===== config.mk =====
export PLATFORM = sky130hd
export DESIGN_NAME = arm_mode_supervisor
export DESIGN_NICKNAME = d
export VERILOG_FILES = /design/src/hdl/amsup_pkg.sv /design/src/hdl/arm_mode_supervisor.sv
export SDC_FILE = /design/constraint.sdc
export NUM_CORES = 1
export LEC_CHECK = 0
export ABC_CLOCK_PERIOD_IN_PS = 2000
export BUFFER_PORTS_ARGS = -buffer_cell sky130_fd_sc_hd__buf_2
export CAP_MARGIN = 10
export CORE_UTILIZATION = 53
export CTS_BUF_LIST = sky130_fd_sc_hd__clkbuf_8
export CTS_CLUSTER_DIAMETER = 80
export DETAILED_ROUTE_END_ITERATION = 7
export PLACE_DENSITY = 0.87
export SLEW_MARGIN = 20
export SYNTH_ARGS = -nofsm -noshare
export SYNTH_HDL_FRONTEND = slang
export SYNTH_SLANG_ARGS = --single-unit

===== constraint.sdc =====
create_clock -name i_clk -period 2 [get_ports i_clk]
set_input_delay 0.2 -clock i_clk [delete_from_list [all_inputs] [get_ports i_clk]]
set_output_delay 0.2 -clock i_clk [all_outputs]
set_load 0.02 [all_outputs]

===== src/hdl/amsup_pkg.sv =====
// ============================================================================
// amsup_pkg - shared codes for the arm mode supervisor
// Mode, event, outcome and action encodings used by the RTL and its checker.
// ============================================================================
package amsup_pkg;

    // Operating modes (also the encoding of target_state and arm_mode)
    localparam logic [2:0] MODE_DISABLED = 3'd0;
    localparam logic [2:0] MODE_HOLD     = 3'd1;
    localparam logic [2:0] MODE_JOG      = 3'd2;
    localparam logic [2:0] MODE_PLANNED  = 3'd3;
    localparam logic [2:0] MODE_HOMING   = 3'd4;

    // Event kinds
    typedef enum logic [1:0] {
        EV_REQUEST = 2'd0,
        EV_STOP    = 2'd1,
        EV_RESET   = 2'd2,
        EV_HOMED   = 2'd3
    } t_event;

    // Outcome codes
    localparam logic [3:0] OC_CHANGED       = 4'd0;
    localparam logic [3:0] OC_ALREADY       = 4'd1;
    localparam logic [3:0] OC_HOME_STARTED  = 4'd2;
    localparam logic [3:0] OC_BUSY          = 4'd3;
    localparam logic [3:0] OC_UNKNOWN       = 4'd4;
    localparam logic [3:0] OC_LATCHED       = 4'd5;
    localparam logic [3:0] OC_INVALID       = 4'd6;
    localparam logic [3:0] OC_ACT_FAILED    = 4'd7;
    localparam logic [3:0] OC_STOP_DEFERRED = 4'd8;
    localparam logic [3:0] OC_STOP_DONE     = 4'd9;
    localparam logic [3:0] OC_STOP_CUT_FAIL = 4'd10;
    localparam logic [3:0] OC_RESET_DONE    = 4'd11;
    localparam logic [3:0] OC_RESET_FAILED  = 4'd12;
    localparam logic [3:0] OC_HOME_OK       = 4'd13;
    localparam logic [3:0] OC_HOME_FAILED   = 4'd14;

    // Actions used by a transition
    localparam logic [3:0] ACT_NONE       = 4'd0;
    localparam logic [3:0] ACT_ENABLE     = 4'd1;
    localparam logic [3:0] ACT_DISABLE    = 4'd2;
    localparam logic [3:0] ACT_ACTIVATE   = 4'd3;
    localparam logic [3:0] ACT_ENTER_JOG  = 4'd4;
    localparam logic [3:0] ACT_EXIT_JOG   = 4'd5;
    localparam logic [3:0] ACT_DEACTIVATE = 4'd6;
    localparam logic [3:0] ACT_HOME       = 4'd7;
    localparam logic [3:0] ACT_STOP       = 4'd8;
    localparam logic [3:0] ACT_CLEAR      = 4'd9;

    // One result transaction
    typedef struct packed {
        logic       success;
        logic [3:0] outcome_code;
        logic [2:0] arm_mode;
        logic [3:0] action_used;
    } t_result;

endpackage


===== src/hdl/arm_mode_supervisor.sv =====
// ============================================================================
// arm_mode_supervisor - operating mode supervisor for a robot arm
// Tracks disabled / hold / jog / planned motion / homing and answers each
// event transaction with a success flag, outcome code, mode and action.
// ============================================================================
// Each input transaction is one event (mode request, emergency stop, fault
// reset, homing finished) plus a flag telling whether the external action
// tied to it succeeded. Every event yields exactly one result transaction,
// in order. The event is first held in the input register; once the result
// register is empty or being drained, the decision logic updates the mode,
// busy, pending-stop and stop-latch registers, loads the result register
// and raises o_valid. Throughput is one transaction per cycle while the
// downstream side does not stall; the decision depends on the state left by
// the previous event, and that state is registered together with the
// result, so back-to-back events see each other's effects. o_stall rises
// only when both the input and result registers are full and the
// downstream side is stalling.
// Rules: jog, planned motion and homing are entered from hold only; enabling
// is refused while the stop latch is set; stop and reset force disabled
// (a stop during homing is deferred until homing finishes); requests and
// resets during homing are answered busy; homing-finished while idle is
// ignored.
// ============================================================================
module arm_mode_supervisor (
    input  logic       i_clk,
    input  logic       i_rst_n,
    // event channel
    input  logic       i_valid,
    output logic       o_stall,
    input  logic [1:0] i_mode,
    input  logic [2:0] i_target_state,
    input  logic       i_action_ok,
    // result channel
    output logic       o_valid,
    input  logic       i_stall,
    output logic       o_success,
    output logic [3:0] o_outcome_code,
    output logic [2:0] o_arm_mode,
    output logic [3:0] o_action_used
);
    import amsup_pkg::*;

    // input register
    logic       r_in_valid;
    t_event     r_ev;
    logic [2:0] r_tgt;
    logic       r_ok;

    // supervisor state
    logic [2:0] r_mode, n_mode;
    logic       r_busy, n_busy;
    logic       r_pend, n_pend;
    logic       r_latch, n_latch;

    // result register
    logic       r_out_valid;
    t_result    r_res, n_res;

    logic       adv;
    logic       in_take;
    logic       go;
    logic [3:0] go_act;

    // Stage 1 advances when the result register is empty or being drained.
    assign adv     = r_in_valid && (!r_out_valid || !i_stall);
    assign o_stall = r_in_valid && r_out_valid && i_stall;
    assign in_take = i_valid && !o_stall;

    always_ff @(posedge i_clk) begin
        if (!i_rst_n) begin
            r_in_valid <= 1'b0;
        end else if (in_take) begin
            r_in_valid <= 1'b1;
        end else if (adv) begin
            r_in_valid <= 1'b0;
        end
    end

    always_ff @(posedge i_clk) begin
        if (in_take) begin
            r_ev  <= t_event'(i_mode);
            r_tgt <= i_target_state;
            r_ok  <= i_action_ok;
        end
    end

    // Decision logic for the event held in the input register
    always_comb begin
        n_mode  = r_mode;
        n_busy  = r_busy;
        n_pend  = r_pend;
        n_latch = r_latch;
        n_res.success      = 1'b0;
        n_res.outcome_code = OC_INVALID;
        n_res.action_used  = ACT_NONE;
        go     = 1'b0;
        go_act = ACT_NONE;

        unique case (r_ev)
            EV_REQUEST: begin
                priority if (r_busy) begin
                    n_res.outcome_code = OC_BUSY;
                end else if (r_tgt > MODE_HOMING) begin
                    n_res.outcome_code = OC_UNKNOWN;
                end else if (r_tgt == r_mode) begin
                    n_res.success      = 1'b1;
                    n_res.outcome_code = OC_ALREADY;
                end else begin
                    unique case (r_mode)
                        MODE_DISABLED: begin
                            priority if (r_tgt != MODE_HOLD) begin
                                n_res.outcome_code = OC_INVALID;
                            end else if (r_latch) begin
                                n_res.outcome_code = OC_LATCHED;
                            end else begin
                                go     = 1'b1;
                                go_act = ACT_ENABLE;
                            end
                        end
                        MODE_HOLD: begin
                            unique case (r_tgt)
                                MODE_DISABLED: begin
                                    go     = 1'b1;
                                    go_act = ACT_DISABLE;
                                end
                                MODE_PLANNED: begin
                                    go     = 1'b1;
                                    go_act = ACT_ACTIVATE;
                                end
                                MODE_JOG: begin
                                    go     = 1'b1;
                                    go_act = ACT_ENTER_JOG;
                                end
                                default: begin
                                    // homing starts at once; outcome comes later
                                    n_busy             = 1'b1;
                                    n_mode             = MODE_HOMING;
                                    n_res.success      = 1'b1;
                                    n_res.outcome_code = OC_HOME_STARTED;
                                    n_res.action_used  = ACT_HOME;
                                end
                            endcase
                        end
                        MODE_JOG: begin
                            if (r_tgt == MODE_HOLD) begin
                                go     = 1'b1;
                                go_act = ACT_EXIT_JOG;
                            end
                        end
                        MODE_PLANNED: begin
                            if (r_tgt == MODE_HOLD) begin
                                go     = 1'b1;
                                go_act = ACT_DEACTIVATE;
                            end
                        end
                        default: begin
                            n_res.outcome_code = OC_INVALID;
                        end
                    endcase
                    if (go) begin
                        n_res.action_used = go_act;
                        if (r_ok) begin
                            n_mode             = r_tgt;
                            n_res.success      = 1'b1;
                            n_res.outcome_code = OC_CHANGED;
                        end else begin
                            n_res.outcome_code = OC_ACT_FAILED;
                        end
                    end
                end
            end
            EV_STOP: begin
                n_latch           = 1'b1;
                n_res.action_used = ACT_STOP;
                if (r_busy) begin
                    n_pend             = 1'b1;
                    n_res.success      = 1'b1;
                    n_res.outcome_code = OC_STOP_DEFERRED;
                end else begin
                    n_mode             = MODE_DISABLED;
                    n_res.success      = r_ok;
                    n_res.outcome_code = r_ok ? OC_STOP_DONE : OC_STOP_CUT_FAIL;
                end
            end
            EV_RESET: begin
                if (r_busy) begin
                    n_res.outcome_code = OC_BUSY;
                end else begin
                    if (r_ok) begin
                        n_latch = 1'b0;
                    end
                    n_mode             = MODE_DISABLED;
                    n_res.success      = r_ok;
                    n_res.outcome_code = r_ok ? OC_RESET_DONE : OC_RESET_FAILED;
                    n_res.action_used  = ACT_CLEAR;
                end
            end
            default: begin
                // homing finished; ignored when no homing is running
                if (r_busy) begin
                    n_busy            = 1'b0;
                    n_res.action_used = ACT_HOME;
                    if (r_pend) begin
                        n_pend             = 1'b0;
                        n_mode             = MODE_DISABLED;
                        n_res.outcome_code = OC_HOME_FAILED;
                    end else begin
                        n_mode             = MODE_HOLD;
                        n_res.success      = r_ok;
                        n_res.outcome_code = r_ok ? OC_HOME_OK : OC_HOME_FAILED;
                    end
                end
            end
        endcase

        n_res.arm_mode = n_mode;
    end

    // State and result update, once per event
    always_ff @(posedge i_clk) begin
        if (!i_rst_n) begin
            r_mode      <= MODE_DISABLED;
            r_busy      <= 1'b0;
            r_pend      <= 1'b0;
            r_latch     <= 1'b0;
            r_out_valid <= 1'b0;
        end else begin
            if (adv) begin
                r_mode      <= n_mode;
                r_busy      <= n_busy;
                r_pend      <= n_pend;
                r_latch     <= n_latch;
                r_out_valid <= 1'b1;
            end else if (!i_stall) begin
                r_out_valid <= 1'b0;
            end
        end
    end

    always_ff @(posedge i_clk) begin
        if (adv) begin
            r_res <= n_res;
        end
    end

    assign o_valid        = r_out_valid;
    assign o_success      = r_res.success;
    assign o_outcome_code = r_res.outcome_code;
    assign o_arm_mode     = r_res.arm_mode;
    assign o_action_used  = r_res.action_used;

endmodule


# Word-level counts from Yosys, hierarchy flattened
# Cells that the tools add are included.
dict set report word_totals {
  reg_bits 26
  input_bits 10
  out_inout_bits 14
}
dict set report classes {
  magnitude_cmp 1
  n_eq_ne 13
  muxes 74
  bitwise 2
  n_reduce_logical 20
}
# op count
set ops {}
lappend ops {{$mux W3} 16}
lappend ops {{$mux W4} 9}
lappend ops {{$mux W1} 29}
lappend ops {{$mux W5} 5}
lappend ops {{$pmux W4 S4} 1}
lappend ops {{$pmux W5 S3} 1}
lappend ops {{$eq A3 B2 Y1 const B} 4}
lappend ops {{$pmux W4 S3} 1}
lappend ops {{$mux W2} 5}
lappend ops {{$pmux W3 S3} 1}
lappend ops {{$pmux W4 S2} 1}
lappend ops {{$eq A3 B1 Y1 const B} 2}
lappend ops {{$logic_not A3 Y1} 2}
lappend ops {{$pmux W1 S2} 3}
lappend ops {{$pmux W3 S2} 1}
lappend ops {{$reduce_or A2 Y1} 3}
lappend ops {{$logic_and A1 B1 Y1} 4}
lappend ops {{$ne A2 B2 Y1 const B} 2}
lappend ops {{$reduce_and A4 Y1} 1}
lappend ops {{$reduce_bool A2 Y1} 2}
lappend ops {{$eq A3 B3 Y1} 1}
lappend ops {{$gt A3 B3 Y1 const B} 1}
lappend ops {{$logic_not A1 Y1} 3}
lappend ops {{$ne A3 B1 Y1 const B} 1}
lappend ops {{other kinds (10)} 11}

# Longest topological paths before layout
dict set report logic_depth {
  ltp_word 13
  mapped_depth 7
}

# Worst setup path before layout
# No wires, ideal clock.
dict set report synth_timing {
  path_kind {reg-to-reg}
  from {register r_tgt[0]}
  to {register r_res, in the netlist o_success (data pin)}
  setup_ps 273
  arrival_ps 1662
  required_ps 1727
  setup_slack_ps 65
  path_stages_with_launch 8
  n_path_buf 1
  synth_period_minus_slack_ps 1935
  path_cell_list {edfxtp_1 buf_2 and2b_1 mux2_1 a31oi_1 a21oi_1 a221oi_1 a31oi_1}
}
# element line
set synth_lines {}
lappend synth_lines {{start, declared} arm_mode_supervisor.sv:46} ;# logic [2:0] r_tgt;
lappend synth_lines {{start signal, assigned} arm_mode_supervisor.sv:82} ;# r_tgt <= i_target_state;
lappend synth_lines {{end signal, assigned} arm_mode_supervisor.sv:242} ;# r_res <= n_res;
lappend synth_lines {{end, declared} arm_mode_supervisor.sv:57} ;# t_result r_res, n_res;

# Worst setup path after layout
dict set report layout_timing {
  from {register r_tgt[0]}
  to {register r_res, in the netlist o_arm_mode[0] (data pin)}
}
dict set report layout_between {
  elab_chain_cells 13
}
# element line
set layout_rtl {}
lappend layout_rtl {{$eq A3 B2 Y1 / $logic_not A3 Y1 (equally long branches)} arm_mode_supervisor.sv:121} ;# unique case (r_tgt)
lappend layout_rtl {{$reduce_or A3 Y1 (no line)} -}
lappend layout_rtl {{$mux W1} arm_mode_supervisor.sv:121}
lappend layout_rtl {{$pmux W1 S3} arm_mode_supervisor.sv:109} ;# unique case (r_mode)
lappend layout_rtl {{$mux W1} arm_mode_supervisor.sv:105} ;# end else if (r_tgt == r_mode) begin
lappend layout_rtl {{$mux W1} arm_mode_supervisor.sv:103} ;# end else if (r_tgt > MODE_HOMING) begin
lappend layout_rtl {{$mux W1} arm_mode_supervisor.sv:101} ;# priority if (r_busy) begin
lappend layout_rtl {{$mux W1} arm_mode_supervisor.sv:99} ;# unique case (r_ev)
lappend layout_rtl {{$mux W3} arm_mode_supervisor.sv:160} ;# if (go) begin
lappend layout_rtl {{$mux W3} arm_mode_supervisor.sv:105}
lappend layout_rtl {{$mux W3 (*)} arm_mode_supervisor.sv:103}
lappend layout_rtl {{$mux W3 (*)} arm_mode_supervisor.sv:101}
lappend layout_rtl {{$pmux W3 S2 (*)} arm_mode_supervisor.sv:99}
lappend layout_rtl {{via n_mode[0]} arm_mode_supervisor.sv:50} ;# logic [2:0] r_mode, n_mode;
# The timed path passes the listed nets; every way through them passes the cells marked *. The select of a mux whose other input is x is not followed.
# A chain may end at the register's enable or synchronous reset.

==> results.toml <==
[status]
status = "complete, but fails checks"
violations = "negative setup slack"

[clocking]
clk_latency_ns = 0.27
numCtsBuffers = 3
clk_pin_slew_ns = 0.09
ctsHoldBuffers = 0
clock_path_buffers = 2
cts_tree = "built"
cts_sinks = 26
cts_root_buf = "clkbuf_8"
h-tree-depth = 1

[sta]
finalWorstSetupSlack_ns = -0.02708
rsz0062_at_grt = "yes"
worst_pin_slew_ns = 0.6649
period_needed_ns = 2.027
setup_viol_count_final = 3
finalHoldViolCount = 0
max_freq_mhz = 493.3
tns_ns = -0.06692
period_share = 1.014
report.final.slew_viol_count = 0
whs_ns = 0.09671
fin_skew_ns = 0.001579
relSlewSlack = 0.5534

[synth]
synth_cell_type_count = 49
synth_nets = 180
synth-seq-cells = 26
postSynthCellCount = 166
yosys_warnings = 0
avgSynthCellArea_um2 = 9.437
synth_edf_count = 18
synth_top_cell_area_share = 0.3450
syn_area_um2 = 1567
yosys.area.top_type = "edfxtp_1"
synth_area_leaders = "edfxtp_1 35%, dfxtp_1 10%, nand2_1 4.3%, a21oi_1 3.8%, ha_1 3.2%"
synthArstFlopShare = 0
synth_seq_area_share = 0.4473
yosys_most_used_dff = "edfxtp_1"

[power]
seqPwrFrac = 0.478
powerDensity_nw_per_um2 = 667.5
cellLeakagePower_nw = 0.8019
power_frac_comb = 0.187
clkPwrFrac = 0.335
p_sw_frac = 0.2538
p_int_uw = 970.4
ir_drop_uv = 571.4
p_sw_uw = 330.0
power_mw = 1.300

[critical_path]
worst_ep_arrival_time_ns = 2.06
cp-end-kind = "register"
reg2reg_depth = 7
worstSetupPathType = "register to register"
crit_path_start_kind = "register"
required_ns = 2.03
critPathMaxFanout = 4

[floorplan]
die_area_um2 = 3177
core_um2 = 2781
die_w_um = 56.37
initial_core_util = 0.5632
rows = 19
die-height_um = 56.37
io_pins = 24

[grt]
grt_first_pass_wirelength_um = 6182
antenna_found_initial = 0
grt_pass1_vias = 1379
grt_max_degree = 17
track_usage = 0.2496
overflow = 0

[job]
maxCapViolCount = 0

[detailed_routing]
via_per_inst = 6.281
wl_um = 3819
drc = 0
wl_per_cell_um = 16.53
initialDrtViolationCount = 104
drtPass1Iterations = 4
via_count = 1451
drtAntennaViolNets = 0

[final_layout]
final_util = 0.7004
n_fill_cell = 202
syn2layout_area_growth_pct = 24.36
final_cell_area_um2 = 1948
drive_above_1_share = 0.3050
fin_nets = 215
n_antenna_cell = 0

[hold_path]
hold_depth = 1
hp-class = "primary input to register"

[place]
dp_hpwl_um = 2708
gp_congestion = 0.8830
portBuffers = 23
placed_area_um2 = 1790
[worst paths after layout]
check                 start            end  slack, ns
setup reg to reg   r_tgt[0]  o_arm_mode[0]      -0.03
hold / removal    i_mode[0]        r_ev[0]        0.1
setup / recovery   r_tgt[0]  o_arm_mode[0]      -0.03
hold reg to reg      r_pend         r_pend       0.53
[metal layers]
metal,share of wire,vias to the layer above,global-route usage
li1,-,679,-
met1,0.39,653,0.3012
met2,0.48,101,0.4150
met3,0.080,18,0.04378
met4,0.042,0,0.1498
met5,0,-,0
[state kept, by name, indices dropped and copies added, names as in the netlist]
signal / cells
o_action_used: 4
o_outcome_code: 4
o_arm_mode: 3
r_mode: 3
r_tgt: 3
r_ev: 2
o_success: 1
o_valid: 1
r_busy: 1
r_in_valid: 1
r_latch: 1
r_ok: 1
r_pend: 1
[worst max-delay path, stage by stage, from the launching register on]
cell and delay (ns):
edfxtp_1 0.46, buf_4 0.19, o21a_1 0.22, a311oi_2 0.21
o41ai_2 0.16, o31ai_1 0.28, a21bo_1 0.19, nand2b_1 0.07
[Yosys cell counts (all sizes together), types with 5 or more instances]
cell    number
nand2       18
clkbuf       5
a31oi        5
inv          6
o21ai       12
edfxtp      18
a21oi       12
dfxtp        8
nor2b        8
buf          5
nor2         8
nor3         6
[power groups by stage]
stage / Combinational [mW] / Sequential, mW / Clock, mW
global placement: 0.208 / 0.631 / 0
detailed placement: 0.212 / 0.632 / 0
finish: 0.243 / 0.622 / 0.436
floorplan: 0.130 / 0.645 / 0
CTS: 0.222 / 0.620 / 0.442
global route: 0.261 / 0.624 / 0.461
[layout make-up]
type | count | area (um^2) | share of cell area
inverter | 7 | 26.28 | 0.01349
tap | 31 | 38.79 | 0.01991
multi-input combinational | 123 | 865.8 | 0.4444
clock buffer | 3 | 41.29 | 0.02119
clock inverter | 1 | 30.03 | 0.01541
timing repair buffer | 40 | 242.7 | 0.1246
sequential | 26 | 703.2 | 0.3610
[per-stage QoR]
| step | worst slack [ns] | instances |
|---|---|---|
| 6_report | -0.02708 | 231 |
| 5_1_grt | -0.07958 | 231 |
| 4_1_cts | 0.005838 | 230 |
| 3_5_place_dp | -0.01762 | 226 |
| 3_3_place_gp | 0.01570 | 226 |
| 2_1_floorplan | 0.06509 | 166 |
[cells by family after synthesis]
family | after synthesis | synth area share
fa+ha+maj | 4 | 0.03195
xor+xnor | 3 | 0.01678
mux | 4 | 0.02716
simple gates | 59 | 0.1957
compound gates | 53 | 0.2324
flops | 26 | 0.4473
buf+inv | 17 | 0.04872
[what timing repair did]
action,in CTS,in global routing
buffers inserted,0,1
pin swaps,0,3
endpoints found under the setup margin,8,13
resized for setup,5,12
[cell usage in the layout, fill, tap and decap left out, types with 2 or more instances in the layout]
master	instances
buf_2	23
edfxtp_1	18
nand2_1	17
buf_4	17
a21oi_1	11
nor2b_1	8
nor2_1	8
o21ai_0	7
inv_1	6
dfxtp_1	6
nor3_1	5
o21ai_1	5
nand3_1	4
ha_1	4
nand2b_1	3
xnor2_1	3
a31oi_1	3
clkbuf_8	3
and3_1	2
or3_1	2
o21a_1	2
and2_1	2
mux2_2	2
a31oi_4	2
a211o_1	2
o31ai_1	2
a21bo_1	2
a211oi_1	2
dfxtp_2	2
Note: power is estimated with default switching activity, not from simulation.
